## config.mk

```make
export PLATFORM = sky130hd
export DESIGN_NAME = region_rms_color
export DESIGN_NICKNAME = d
export VERILOG_FILES = /design/src/rtl/rrc_pkg.sv /design/src/rtl/rrc_rms_unit.sv /design/src/rtl/region_rms_color.sv
export SDC_FILE = /design/constraint.sdc
export NUM_CORES = 2
export LEC_CHECK = 0
export BUFFER_PORTS_ARGS = -buffer_cell sky130_fd_sc_hd__buf_2
export CORE_MARGIN = 2
export CORE_UTILIZATION = 60
export CTS_BUF_LIST = sky130_fd_sc_hd__clkbuf_8 sky130_fd_sc_hd__clkbuf_16
export DETAILED_ROUTE_END_ITERATION = 6
export PLACE_DENSITY = 0.85
export SLEW_MARGIN = 20
export SYNTH_ARGS = -nofsm -noshare
export SYNTH_HDL_FRONTEND = slang
export SYNTH_HIERARCHICAL = 1
export SYNTH_SLANG_ARGS = --single-unit
```

## constraint.sdc

```tcl
create_clock -name clk -period 8.3 [get_ports clk]
set_input_delay 0.415 -clock clk [delete_from_list [all_inputs] [get_ports clk]]
set_output_delay 0.415 -clock clk [all_outputs]
set_load 0.1 [all_outputs]
```

## src/rtl/rrc_pkg.sv

```systemverilog
// Shared types and constants for the region RMS color block.
package rrc_pkg;

    localparam int DEF_MAX_DIM     = 1024;
    localparam int DEF_SAMPLE_STEP = 2;
    localparam int DEF_CNT_W       = 19;
    localparam int DEF_SUM_W       = 35;

    localparam int PIXEL_W    = 16;
    localparam int CHAN_W     = 8;
    localparam int DIM_W      = 11;
    localparam int CORNER_W   = 10;
    localparam int CFG_IDX_W  = 3;
    localparam int CFG_DATA_W = 11;

    localparam logic [CFG_IDX_W-1:0] REG_FRAME_WIDTH   = 3'd0;
    localparam logic [CFG_IDX_W-1:0] REG_FRAME_HEIGHT  = 3'd1;
    localparam logic [CFG_IDX_W-1:0] REG_REGION_LEFT   = 3'd2;
    localparam logic [CFG_IDX_W-1:0] REG_REGION_TOP    = 3'd3;
    localparam logic [CFG_IDX_W-1:0] REG_REGION_RIGHT  = 3'd4;
    localparam logic [CFG_IDX_W-1:0] REG_REGION_BOTTOM = 3'd5;

    localparam logic [DIM_W-1:0] RST_FRAME_WIDTH  = 11'd320;
    localparam logic [DIM_W-1:0] RST_FRAME_HEIGHT = 11'd240;

    // Red sits in the low byte so the struct maps straight onto tdata.
    typedef struct packed {
        logic [CHAN_W-1:0] blue;
        logic [CHAN_W-1:0] green;
        logic [CHAN_W-1:0] red;
    } rrc_color_t;

    typedef struct packed {
        logic       valid;
        logic       busy;
        logic       empty;
        rrc_color_t color;
    } rrc_status_t;

endpackage

```

## src/rtl/rrc_rms_unit.sv

```systemverilog
// Sequenced rounded-RMS unit: one shared multiplier and comparator, one root bit at a time.
module rrc_rms_unit #(
    parameter int CNT_W = rrc_pkg::DEF_CNT_W,
    parameter int SUM_W = rrc_pkg::DEF_SUM_W
) (
    input  logic                 clk,
    input  logic                 rst_n,
    input  logic                 start,
    input  logic                 empty,
    input  logic [SUM_W-1:0]     red_sum,
    input  logic [SUM_W-1:0]     green_sum,
    input  logic [SUM_W-1:0]     blue_sum,
    input  logic [CNT_W-1:0]     count,
    input  logic                 ack,
    output rrc_pkg::rrc_status_t status
);
    import rrc_pkg::*;

    localparam int MA_W   = 18;
    localparam int MB_W   = (CNT_W > 9) ? CNT_W : 9;
    localparam int PROD_W = MA_W + MB_W;
    localparam int CMP_W  = (PROD_W > SUM_W + 2) ? PROD_W : SUM_W + 2;

    localparam logic [1:0] ST_IDLE = 2'd0;
    localparam logic [1:0] ST_RUN  = 2'd1;
    localparam logic [1:0] ST_DONE = 2'd2;

    localparam logic [1:0] PH_SQ  = 2'd0;
    localparam logic [1:0] PH_MUL = 2'd1;
    localparam logic [1:0] PH_CMP = 2'd2;

    localparam logic [1:0] CH_RED   = 2'd0;
    localparam logic [1:0] CH_GREEN = 2'd1;
    localparam logic [1:0] CH_BLUE  = 2'd2;

    logic [1:0]        state_reg;
    logic [1:0]        state_next;
    logic [1:0]        phase_reg;
    logic [1:0]        ch_reg;
    logic [2:0]        bit_reg;
    logic [7:0]        root_reg;
    logic [PROD_W-1:0] prod_reg;
    logic [SUM_W-1:0]  red_sum_reg;
    logic [SUM_W-1:0]  green_sum_reg;
    logic [SUM_W-1:0]  blue_sum_reg;
    logic [CNT_W-1:0]  cnt_reg;
    logic              empty_reg;
    rrc_color_t        color_reg;

    logic [7:0]        cand;
    logic [8:0]        dval;
    logic [SUM_W-1:0]  sum_sel;
    logic [MA_W-1:0]   mul_a;
    logic [MB_W-1:0]   mul_b;
    logic [PROD_W-1:0] mul_p;
    logic              fits;
    logic [7:0]        root_new;

    // Candidate root with the current bit set; test (2r-1)^2 * count <= 4 * sum.
    assign cand = root_reg | (8'd1 << bit_reg);
    assign dval = {cand, 1'b0} - 9'd1;

    always_comb
    begin
        case (ch_reg)
            CH_RED:   sum_sel = red_sum_reg;
            CH_GREEN: sum_sel = green_sum_reg;
            CH_BLUE:  sum_sel = blue_sum_reg;
            default:  sum_sel = '0;
        endcase
    end

    assign mul_a    = (phase_reg == PH_SQ) ? MA_W'(dval) : prod_reg[MA_W-1:0];
    assign mul_b    = (phase_reg == PH_SQ) ? MB_W'(dval) : MB_W'(cnt_reg);
    assign mul_p    = PROD_W'(mul_a) * PROD_W'(mul_b);
    assign fits     = CMP_W'(prod_reg) <= CMP_W'({sum_sel, 2'b00});
    assign root_new = fits ? cand : root_reg;

    always_comb
    begin
        state_next = state_reg;
        case (state_reg)
            ST_IDLE:
            begin
                if (start)
                begin
                    state_next = empty ? ST_DONE : ST_RUN;
                end
            end
            ST_RUN:
            begin
                if (phase_reg == PH_CMP && bit_reg == 3'd0 && ch_reg == CH_BLUE)
                begin
                    state_next = ST_DONE;
                end
            end
            ST_DONE:
            begin
                if (ack)
                begin
                    state_next = ST_IDLE;
                end
            end
            default: state_next = ST_IDLE;
        endcase
    end

    always_ff @(posedge clk or negedge rst_n)
    begin
        if (!rst_n)
        begin
            state_reg <= ST_IDLE;
            phase_reg <= PH_SQ;
            ch_reg    <= CH_RED;
            bit_reg   <= 3'd7;
        end
        else
        begin
            state_reg <= state_next;
            if (state_reg == ST_IDLE)
            begin
                phase_reg <= PH_SQ;
                ch_reg    <= CH_RED;
                bit_reg   <= 3'd7;
            end
            else if (state_reg == ST_RUN)
            begin
                case (phase_reg)
                    PH_SQ:   phase_reg <= PH_MUL;
                    PH_MUL:  phase_reg <= PH_CMP;
                    PH_CMP:
                    begin
                        phase_reg <= PH_SQ;
                        bit_reg   <= bit_reg - 3'd1;
                        if (bit_reg == 3'd0)
                        begin
                            ch_reg <= ch_reg + 2'd1;
                        end
                    end
                    default: phase_reg <= PH_SQ;
                endcase
            end
        end
    end

    always_ff @(posedge clk)
    begin
        if (state_reg == ST_IDLE && start)
        begin
            red_sum_reg   <= red_sum;
            green_sum_reg <= green_sum;
            blue_sum_reg  <= blue_sum;
            cnt_reg       <= count;
            empty_reg     <= empty;
            root_reg      <= '0;
            color_reg     <= '0;
        end
        else if (state_reg == ST_RUN)
        begin
            if (phase_reg == PH_CMP)
            begin
                if (bit_reg == 3'd0)
                begin
                    root_reg <= '0;
                    case (ch_reg)
                        CH_RED:   color_reg.red   <= root_new;
                        CH_GREEN: color_reg.green <= root_new;
                        CH_BLUE:  color_reg.blue  <= root_new;
                        default:  color_reg       <= color_reg;
                    endcase
                end
                else
                begin
                    root_reg <= root_new;
                end
            end
            else
            begin
                prod_reg <= mul_p;
            end
        end
    end

    assign status.valid = (state_reg == ST_DONE);
    assign status.busy  = (state_reg != ST_IDLE);
    assign status.empty = empty_reg;
    assign status.color = color_reg;

endmodule

```

## src/rtl/region_rms_color.sv

```systemverilog
// Top level: RMS color of a sampled rectangle in an RGB565 pixel stream.
//
// Pixels enter on the s_axis channel in raster order, at most one per cycle, and the
// block counts column and row itself. Pixels inside the clamped rectangle whose
// offsets from its top-left corner are multiples of SAMPLE_STEP are squared per
// channel and summed. After the last pixel of a frame one transaction leaves on
// m_axis: the rounded RMS of red, green and blue in tdata and the empty flag
// in tuser; no other pixel produces output.
// The cfg channel writes the frame size and rectangle registers; it is always
// ready and should only be used between frames.
// Throughput is one pixel per cycle within a frame. After the last pixel the
// input stalls while the sums are handed over, while the shared multiplier and
// comparator find 8 root bits for each of the 3 channels, each bit in 3 steps,
// and until the result moves into the output register, where it is valid from then on.
// An empty rectangle skips that search.
// The result sits in an output register, so pixels of the next frame are
// accepted while it waits; a second frame end stalls until it is taken.
// Reset clears positions, sums and the output valid flag, and loads the default registers.
module region_rms_color #(
    parameter int MAX_DIM     = rrc_pkg::DEF_MAX_DIM,
    parameter int SAMPLE_STEP = rrc_pkg::DEF_SAMPLE_STEP
) (
    input  logic                             clk,
    input  logic                             rst_n,
    input  logic                             s_axis_tvalid,
    output logic                             s_axis_tready,
    input  logic [15:0]                      s_axis_tdata,  // pixel[15:0]
    output logic                             m_axis_tvalid,
    input  logic                             m_axis_tready,
    output logic [23:0]                      m_axis_tdata,  // red[7:0], green[15:8], blue[23:16]
    output logic [0:0]                       m_axis_tuser,  // region_empty[0]
    input  logic                             cfg_valid,
    output logic                             cfg_ready,
    input  logic [rrc_pkg::CFG_IDX_W-1:0]    cfg_index,
    input  logic [rrc_pkg::CFG_DATA_W-1:0]   cfg_data
);
    import rrc_pkg::*;

    localparam int POS_W = $clog2(MAX_DIM);
    localparam int EXT_W = (POS_W + 1 > DIM_W) ? POS_W + 1 : DIM_W;
    localparam int AXIS_N = (MAX_DIM - 1 + SAMPLE_STEP - 1) / SAMPLE_STEP;
    localparam int CNT_W = $clog2(AXIS_N * AXIS_N + 1);
    localparam int SUM_W = CNT_W + 16;
    // Offset alignment by multiply with a rounded-up reciprocal of the step.
    localparam int RSH = POS_W + $clog2(SAMPLE_STEP);
    localparam int RW  = RSH + 1;
    localparam logic [RW-1:0] RECIP = RW'(((1 << RSH) + SAMPLE_STEP - 1) / SAMPLE_STEP);

    logic [DIM_W-1:0]    frame_width_reg;
    logic [DIM_W-1:0]    frame_height_reg;
    logic [CORNER_W-1:0] region_left_reg;
    logic [CORNER_W-1:0] region_top_reg;
    logic [CORNER_W-1:0] region_right_reg;
    logic [CORNER_W-1:0] region_bottom_reg;

    logic [POS_W-1:0]    col_reg;
    logic [POS_W-1:0]    row_reg;
    logic                eof_reg;
    logic                samp_reg;
    logic                deg_reg;
    logic [CHAN_W-1:0]   red8_reg;
    logic [CHAN_W-1:0]   green8_reg;
    logic [CHAN_W-1:0]   blue8_reg;
    logic [SUM_W-1:0]    red_sum_reg;
    logic [SUM_W-1:0]    green_sum_reg;
    logic [SUM_W-1:0]    blue_sum_reg;
    logic [CNT_W-1:0]    count_reg;

    logic                out_valid_reg;
    rrc_color_t          out_color_reg;
    logic                out_empty_reg;

    logic [EXT_W-1:0]    w_ext;
    logic [EXT_W-1:0]    h_ext;
    logic [EXT_W-1:0]    w_eff;
    logic [EXT_W-1:0]    h_eff;
    logic [EXT_W-1:0]    wm1;
    logic [EXT_W-1:0]    hm1;
    logic [EXT_W-1:0]    x1;
    logic [EXT_W-1:0]    x2;
    logic [EXT_W-1:0]    y1;
    logic [EXT_W-1:0]    y2;
    logic [EXT_W-1:0]    col_e;
    logic [EXT_W-1:0]    row_e;
    logic                degenerate;
    logic                in_rect;
    logic                sampled;
    logic                last_col;
    logic                last_row;
    logic                in_ready;
    logic                accept;
    logic [15:0]         red_sq;
    logic [15:0]         green_sq;
    logic [15:0]         blue_sq;
    logic                unit_empty;
    logic                unit_ack;
    rrc_status_t         unit_status;

    function automatic logic on_step(input logic [POS_W-1:0] d);
        logic [POS_W+RW-1:0] prod;
        logic [POS_W-1:0]    q;
        prod = (POS_W + RW)'(d) * (POS_W + RW)'(RECIP);
        q    = prod[RSH +: POS_W];
        return d == q * POS_W'(SAMPLE_STEP);
    endfunction

    function automatic logic [EXT_W-1:0] dim_eff(input logic [EXT_W-1:0] v);
        logic [EXT_W-1:0] r;
        if (v == '0)
        begin
            r = EXT_W'(1);
        end
        else if (v > EXT_W'(MAX_DIM))
        begin
            r = EXT_W'(MAX_DIM);
        end
        else
        begin
            r = v;
        end
        return r;
    endfunction

    function automatic logic [EXT_W-1:0] clamp_hi(input logic [EXT_W-1:0] v,
                                                  input logic [EXT_W-1:0] hi);
        return (v > hi) ? hi : v;
    endfunction

    assign w_ext = EXT_W'(frame_width_reg);
    assign h_ext = EXT_W'(frame_height_reg);
    assign w_eff = dim_eff(w_ext);
    assign h_eff = dim_eff(h_ext);
    assign wm1   = w_eff - EXT_W'(1);
    assign hm1   = h_eff - EXT_W'(1);
    assign x1    = clamp_hi(EXT_W'(region_left_reg), wm1);
    assign x2    = clamp_hi(EXT_W'(region_right_reg), wm1);
    assign y1    = clamp_hi(EXT_W'(region_top_reg), hm1);
    assign y2    = clamp_hi(EXT_W'(region_bottom_reg), hm1);
    assign col_e = EXT_W'(col_reg);
    assign row_e = EXT_W'(row_reg);

    assign degenerate = (x1 >= x2) || (y1 >= y2);
    assign in_rect    = (col_e >= x1) && (col_e < x2) && (row_e >= y1) && (row_e < y2);
    assign sampled    = !degenerate && in_rect
                        && on_step(POS_W'(col_e - x1)) && on_step(POS_W'(row_e - y1));
    assign last_col   = col_e >= wm1;
    assign last_row   = row_e >= hm1;

    assign in_ready      = !eof_reg && !unit_status.busy;
    assign accept        = s_axis_tvalid && in_ready;
    assign s_axis_tready = in_ready;
    assign cfg_ready     = 1'b1;

    assign red_sq   = red8_reg * red8_reg;
    assign green_sq = green8_reg * green8_reg;
    assign blue_sq  = blue8_reg * blue8_reg;

    always_ff @(posedge clk or negedge rst_n)
    begin
        if (!rst_n)
        begin
            frame_width_reg   <= RST_FRAME_WIDTH;
            frame_height_reg  <= RST_FRAME_HEIGHT;
            region_left_reg   <= '0;
            region_top_reg    <= '0;
            region_right_reg  <= '0;
            region_bottom_reg <= '0;
        end
        else if (cfg_valid)
        begin
            case (cfg_index)
                REG_FRAME_WIDTH:   frame_width_reg   <= cfg_data;
                REG_FRAME_HEIGHT:  frame_height_reg  <= cfg_data;
                REG_REGION_LEFT:   region_left_reg   <= cfg_data[CORNER_W-1:0];
                REG_REGION_TOP:    region_top_reg    <= cfg_data[CORNER_W-1:0];
                REG_REGION_RIGHT:  region_right_reg  <= cfg_data[CORNER_W-1:0];
                REG_REGION_BOTTOM: region_bottom_reg <= cfg_data[CORNER_W-1:0];
                default:           frame_width_reg   <= frame_width_reg;
            endcase
        end
    end

    // Position tracking and the sampling decision happen on acceptance; the
    // squares are added in the cycle after.
    always_ff @(posedge clk or negedge rst_n)
    begin
        if (!rst_n)
        begin
            col_reg       <= '0;
            row_reg       <= '0;
            eof_reg       <= 1'b0;
            samp_reg      <= 1'b0;
            red_sum_reg   <= '0;
            green_sum_reg <= '0;
            blue_sum_reg  <= '0;
            count_reg     <= '0;
        end
        else
        begin
            samp_reg <= accept && sampled;
            eof_reg  <= accept && last_col && last_row;
            if (accept)
            begin
                if (last_col)
                begin
                    col_reg <= '0;
                    row_reg <= last_row ? '0 : row_reg + POS_W'(1);
                end
                else
                begin
                    col_reg <= col_reg + POS_W'(1);
                end
            end
            // The frame's last pixel is never sampled, so the sums are final here.
            if (eof_reg)
            begin
                red_sum_reg   <= '0;
                green_sum_reg <= '0;
                blue_sum_reg  <= '0;
                count_reg     <= '0;
            end
            else if (samp_reg)
            begin
                red_sum_reg   <= red_sum_reg + SUM_W'(red_sq);
                green_sum_reg <= green_sum_reg + SUM_W'(green_sq);
                blue_sum_reg  <= blue_sum_reg + SUM_W'(blue_sq);
                count_reg     <= count_reg + CNT_W'(1);
            end
        end
    end

    always_ff @(posedge clk)
    begin
        if (accept)
        begin
            red8_reg   <= {s_axis_tdata[15:11], 3'b000};
            green8_reg <= {s_axis_tdata[10:5], 2'b00};
            blue8_reg  <= {s_axis_tdata[4:0], 3'b000};
            deg_reg    <= degenerate;
        end
    end

    assign unit_empty = deg_reg || (count_reg == '0);
    assign unit_ack   = unit_status.valid && (!out_valid_reg || m_axis_tready);

    rrc_rms_unit #(
        .CNT_W (CNT_W),
        .SUM_W (SUM_W)
    ) u_rms (
        .clk       (clk),
        .rst_n     (rst_n),
        .start     (eof_reg),
        .empty     (unit_empty),
        .red_sum   (red_sum_reg),
        .green_sum (green_sum_reg),
        .blue_sum  (blue_sum_reg),
        .count     (count_reg),
        .ack       (unit_ack),
        .status    (unit_status)
    );

    always_ff @(posedge clk or negedge rst_n)
    begin
        if (!rst_n)
        begin
            out_valid_reg <= 1'b0;
        end
        else if (unit_ack)
        begin
            out_valid_reg <= 1'b1;
        end
        else if (m_axis_tready)
        begin
            out_valid_reg <= 1'b0;
        end
    end

    always_ff @(posedge clk)
    begin
        if (unit_ack)
        begin
            out_color_reg <= unit_status.color;
            out_empty_reg <= unit_status.empty;
        end
    end

    assign m_axis_tvalid = out_valid_reg;
    assign m_axis_tdata  = out_color_reg;
    assign m_axis_tuser  = out_empty_reg;

endmodule

```

Yosys cells after proc, flatten, opt, wreduce, memory -nomap -nowiden
Index checks and enable logic that the tools add are counted.
- register bits after elaboration: 454
- output and inout bits: 28
- logic and storage cells: 180
- $add $sub $neg: 13
- $mul: 4
- order comparisons: 15
- equal/unequal tests: 14
- shifts and indexed selects: 1
- muxes and demuxes: 40
- bitwise gates (word level): 5
- reductions and logical operators: 51
- operator list (kind ; count):
    two-way mux 35 bit ; 6
    adder 35 x 16 -> 35 bit ; 3
    case mux 35 bit (3 select lines) ; 1
    two-way mux 11 bit ; 8
    two-way mux 19 bit ; 3
    >= comparator 10 x 11 -> 1 bit ; 4
    greater-than comparator 10 x 11 -> 1 bit ; 4
    <= comparator 37 bit ; 1
    multiplier 18 x 19 -> 37 bit ; 1
    >= comparator 11 bit ; 2
    greater-than comparator 11 bit, second input constant ; 2
    logical NOT 11 bit ; 2
    < comparator 10 x 11 -> 1 bit ; 2
    subtractor 11 x 1 -> 11 bit, second input constant ; 2
    adder 10 x 1 -> 10 bit, second input constant ; 2
    multiplier 5 x 5 -> 10 bit ; 2
    two-way mux 10 bit ; 2
    two-way mux 2 bit ; 10
    adder 19 x 1 -> 19 bit, second input constant ; 1
    logical NOT 19 bit ; 1
    two-way mux 18 bit ; 1
    AND reduction 2 bit ; 9
    two-way mux 8 bit ; 2
    logical AND 1 bit ; 15
    26 further kinds ; 57

Logic depth before layout (Yosys ltp)
- depth in word-level cells: 14
- depth in mapped cells: 31

Cells and area by module
Netlist, hierarchy kept.
- by module, submodules not included (module ; instances ; cells each ; area an instance (um^2) ; seq. area each (um^2)):
    rrc_rms_unit ; 1 ; 1909 ; 19439.9 ; 5734.2
    region_rms_color ; 1 ; 1685 ; 16299.4 ; 6098.3

Least setup slack after synthesis
No wires, ideal clock.
- kind: flip-flop to flip-flop
- start point: register u_rms.bit_reg[0]
- end point: register u_rms.prod_reg[25] (data pin)
- setup time: 0.260 ns
- arrival: 7.319 ns
- data required time: 8.040 ns
- setup slack: 0.721 ns
- stages on the path, launching flop included: 31
- period minus slack after synthesis: 7.579 ns
- path through: dfstp_2 -> inv_1 -> ha_1 -> a21oi_1 -> and4_1 -> nand3_1 -> xnor2_1 -> nor2_1 -> a21oi_1 -> buf_2 -> nor2_1 -> fa_1 -> inv_1 -> fa_1 -> fa_1 -> inv_1 -> fa_1 -> inv_1 -> fa_1 -> fa_1 -> inv_1 -> ha_1 -> a21o_1 -> a21o_1 -> a21o_1 -> a21o_1 -> a21o_1 -> o21a_1 -> o41a_1 -> a221oi_2 -> xnor2_1
- cells in the longest elaborated chain, start to end: 5
- RTL lines (what ; line ; text):
    start: declaration ; rrc_rms_unit.sv:40 ; logic [2:0] bit_reg;
    start signal: assignment ; rrc_rms_unit.sv:134 ; bit_reg <= bit_reg - 3'd1;
    left shift 1 x 3 -> 8 bit (*) ; rrc_rms_unit.sv:60 ; assign cand = root_reg | (8'd1 << bit_reg);
    OR 8 bit (*) ; rrc_rms_unit.sv:60 ;
    subtractor 9 x 1 -> 9 bit (*) ; rrc_rms_unit.sv:61 ; assign dval = {cand, 1'b0} - 9'd1;
    two-way mux 18 bit or two-way mux 19 bit (tied branches) ; rrc_rms_unit.sv:73, rrc_rms_unit.sv:74 ;
    multiplier 18 x 19 -> 37 bit (*) ; rrc_rms_unit.sv:75 ; assign mul_p = PROD_W'(mul_a) * PROD_W'(mul_b);
    via u_rms.mul_p[25] ; rrc_rms_unit.sv:55 ; logic [PROD_W-1:0] mul_p;
    end signal: assignment ; rrc_rms_unit.sv:179 ; prod_reg <= mul_p;
    end: declaration ; rrc_rms_unit.sv:42 ; logic [PROD_W-1:0] prod_reg;
The timed path passes the listed nets; every way through them passes the cells marked *.
A chain may end at the register's enable or synchronous reset.

Worst setup path in the final report
Same ends and word-level chain as after synthesis.

==> impl_metrics.env <==
export IMPL_ant_nets=0
export IMPL_core_area_sq_um=58910
export IMPL_setup_tns_ns=0
export IMPL_path_buf_inv=6
export IMPL_cts_max_level=2
export IMPL_p_leak_nw=18.65
export IMPL_clkLatencyLatePin_ns=0.60
export IMPL_clk_pin_slew_ns=0.06
export IMPL_instances_no_fill=4470
export IMPL_worst_hold_path_type="in2reg"
export IMPL_ys_seq_elements=438
export IMPL_violations="design-rule violations"
export IMPL_ys_seq_area_share_pct=33.11
export IMPL_vias_per_cell=6.122
export IMPL_die_y_um=248.1
export IMPL_slew_headroom_pct=21.59
export IMPL_numCtsBuffers=46
export IMPL_drt_initial_drc_count=2935
export IMPL_synth_cell_types=93
export IMPL_ioPinCount=63
export IMPL_maxSlewViolCount=0
export IMPL_postLayoutCoreUtil_pct=66.07
export IMPL_portBuffers=61
export IMPL_worst_setup_path_start_kind="flip-flop"
export IMPL_start_util_pct=60.67
export IMPL_post_dp_cell_area_sq_um=37010
export IMPL_drive_gt1_share_pct=10.55
export IMPL_grt_overflow_total=0
export IMPL_crit_slowest_cell="fa_1"
export IMPL_power_total_mw=7.262
export IMPL_routedWlPerCell_um=20.08
export IMPL_cts_root_buffer="clkbuf_16"
export IMPL_clk_path_buf_depth=3
export IMPL_area_growth_pct=8.899
export IMPL_finalCriticalPeriod_ns=8.002
export IMPL_grt_max_degree=93
export IMPL_dp_cells=4361
export IMPL_syn_inst=3594
export IMPL_grt_pass1_wl_um=144100
export IMPL_synth_xor_area_share_pct=3.333
export IMPL_rows=89
export IMPL_fin_crit_sh_pct=96.41
export IMPL_synth_top_family_by_area="adder cells"
export IMPL_numClockSinks=438
export IMPL_crit_top_cell="fa_1"
export IMPL_power_density_nw_per_um2=186.6
export IMPL_maxCapViolCount=0
export IMPL_wl_um=89760
export IMPL_synth_edff_count=204
export IMPL_die_x_um=248.1
export IMPL_hold_viol_final=0
export IMPL_dp_hpwl_um=65630
export IMPL_largest_reg_flops=37
export IMPL_cts_tree="built"
export IMPL_cp_slowest_stage_delay_ns=0.59
export IMPL_worst_setup_path_type="reg2reg"
export IMPL_track_usage_pct=29.65
export IMPL_gp_congestion=0.9552
export IMPL_diodes=0
export IMPL_antenna_found_initial=0
export IMPL_setup_viol=0
export IMPL_finalInstanceArea_sq_um=38920
export IMPL_first_global_vias=27570
export IMPL_endpoint_kind="flip-flop"
export IMPL_cp_max_fo=7
export IMPL_dp_slack_ns=0.1941
export IMPL_synth_simple_area_share_pct=15.17
export IMPL_yosys_most_used_dff="edfxtp_1"
export IMPL_synth_fa_ha_area_share_pct=27.70
export IMPL_whs_ns=0.07411
export IMPL_yosys_mux_area_fraction_pct=4.002
export IMPL_finClkSkew_ns=0.05353
export IMPL_vdd_drop_max_v=0.0001891
export IMPL_yosys_warnings=6
export IMPL_fmax_ghz=0.1250
export IMPL_syn_mean_instance_area_sq_um=9.944
export IMPL_vias=27370
export IMPL_critPathTopFamily="adder cells"
export IMPL_route_detailed_drc=4
export IMPL_synth_compound_area_share_pct=10.78
export IMPL_setup_slack_ns=0.2980
export IMPL_required_ns=8.63
export IMPL_tightestPinTransition_ns=1.176
export IMPL_syn_area_sq_um=35740
export IMPL_num_nets_final=4314
export IMPL_arrival_ns=8.33
export IMPL_async_flop_share_pct=46.12
export IMPL_run_status="complete, but fails checks"
export IMPL_dr_pass1_iters=7
export IMPL_die_area_sq_um=61530
[worst register-to-register path: cells and delay by family (launching register included)]
kind | cells | cell delay [ns]
adders and majority gates | 8 | 3.67
buffers and inverters | 6 | 0.51
DFF | 1 | 0.57
and+or+nand+nor | 4 | 0.56
xor gates and xnor gates | 2 | 0.30
AOI/OAI and AO/OA | 10 | 2.14
[per-layer routing]
| layer | vias up | track usage (%) | share of wire, % |
|---|---|---|---|
| met5 | - | 0 | 0 |
| met4 | 0 | 11.47 | 4.1 |
| met3 | 257 | 4.439 | 8.5 |
| met2 | 1173 | 49.29 | 48 |
| met1 | 13560 | 39.36 | 39 |
| li1 | 12370 | - | - |
[path summary, 6_finish.rpt]
| kind | start | endpoint | slack [ns] | depth (start not counted) |
|---|---|---|---|---|
| setup reg to reg | u_rms/bit_reg[0]$_DFFE_PN1P_ | u_rms/prod_reg[25]$_DFFE_PP_ | 0.30 | 30 |
| hold / removal | cfg_data[10] | frame_width_reg[10]$_DFFE_PN0P_ | 0.07 | 3 |
| setup / recovery | u_rms/bit_reg[0]$_DFFE_PN1P_ | u_rms/prod_reg[25]$_DFFE_PP_ | 0.30 | 30 |
| max in group asynchronous | rst_n | samp_reg$_DFF_PN0_ | 6.44 | 3 |
| hold reg to reg | u_rms/empty_reg$_DFFE_PP_ | m_axis_tuser$_DFFE_PP_ | 0.42 | 0 |
| min in group asynchronous | rst_n | region_top_reg[6]$_DFFE_PN0P_ | 0.45 | 2 |
[cell usage after synthesis, types with 18 or more instances]
cell type,count,area share (%)
and3_1,115,2.0
nand2b_1,30,0.53
o21a_1,21,0.44
nor3_1,45,0.63
edfxtp_1,204,17
o21ai_0,141,2.0
or3_1,21,0.37
a21oi_1,167,2.3
nor2b_1,38,0.67
o21bai_1,18,0.38
a211oi_1,26,0.55
or2_2,62,1.1
nor2_1,306,3.2
ha_1,335,12
a21o_1,67,1.4
nand2_1,291,3.1
inv_1,419,4.4
xnor2_1,78,1.9
nand3_1,89,1.2
dfrtp_1,193,14
and2_1,52,0.91
mux2_2,79,2.5
nand4_1,36,0.63
dfxtp_1,32,1.8
a222oi_1,35,0.98
fa_1,284,16
mux2i_1,54,1.5
xor2_1,58,1.4
clkbuf_1,121,1.3
[cell usage in the layout (no fill, tap or decap), types with 38 or more instances in the layout]
cell type,count
nor2b_1,38
ha_1,332
nor2_1,302
xnor2_1,77
clkbuf_16,51
buf_4,53
and3_1,115
dfrtp_1,191
nand2_1,291
xor2_1,58
nor3_1,44
and2_1,51
mux2_2,79
buf_2,61
nand3_1,89
o21ai_0,140
a21o_1,67
inv_1,425
a21oi_1,160
fa_1,284
or2_2,61
mux2i_1,54
edfxtp_1,204
[cell type report]
type / instances / area, sq um
inverters: 420 / 1579
well taps: 773 / 967.2
repair buffers: 134 / 927.1
clock buffers: 60 / 1400
flip-flops and latches: 438 / 11840
clock inverters: 25 / 210.2
fillers: 4326 / 19990
multi-input cells: 2620 / 22000
[what timing repair did]
item,CTS,global route
endpoints found under the setup margin,0,10
setup buffers,0,7
hold endpoints to repair,100,0
resized for setup,0,17
hold buffers,17,0
[cell families after synthesis]
family / after synthesis
adders and majority gates: 621
buffers and inverters: 555
muxes: 133
other: 2
and+or+nand+nor: 1123
AOI/OAI and AO/OA: 586
DFF: 438
xor gates and xnor gates: 136
[power by group]
| part | internal [mW] | switching, mW | total [mW] |
|---|---|---|---|
| sequential | 2.44 | 0.173 | 2.61 |
| clock | 1.26 | 0.900 | 2.16 |
| combinational | 1.08 | 1.42 | 2.49 |
(Power assumes the default switching activity.)
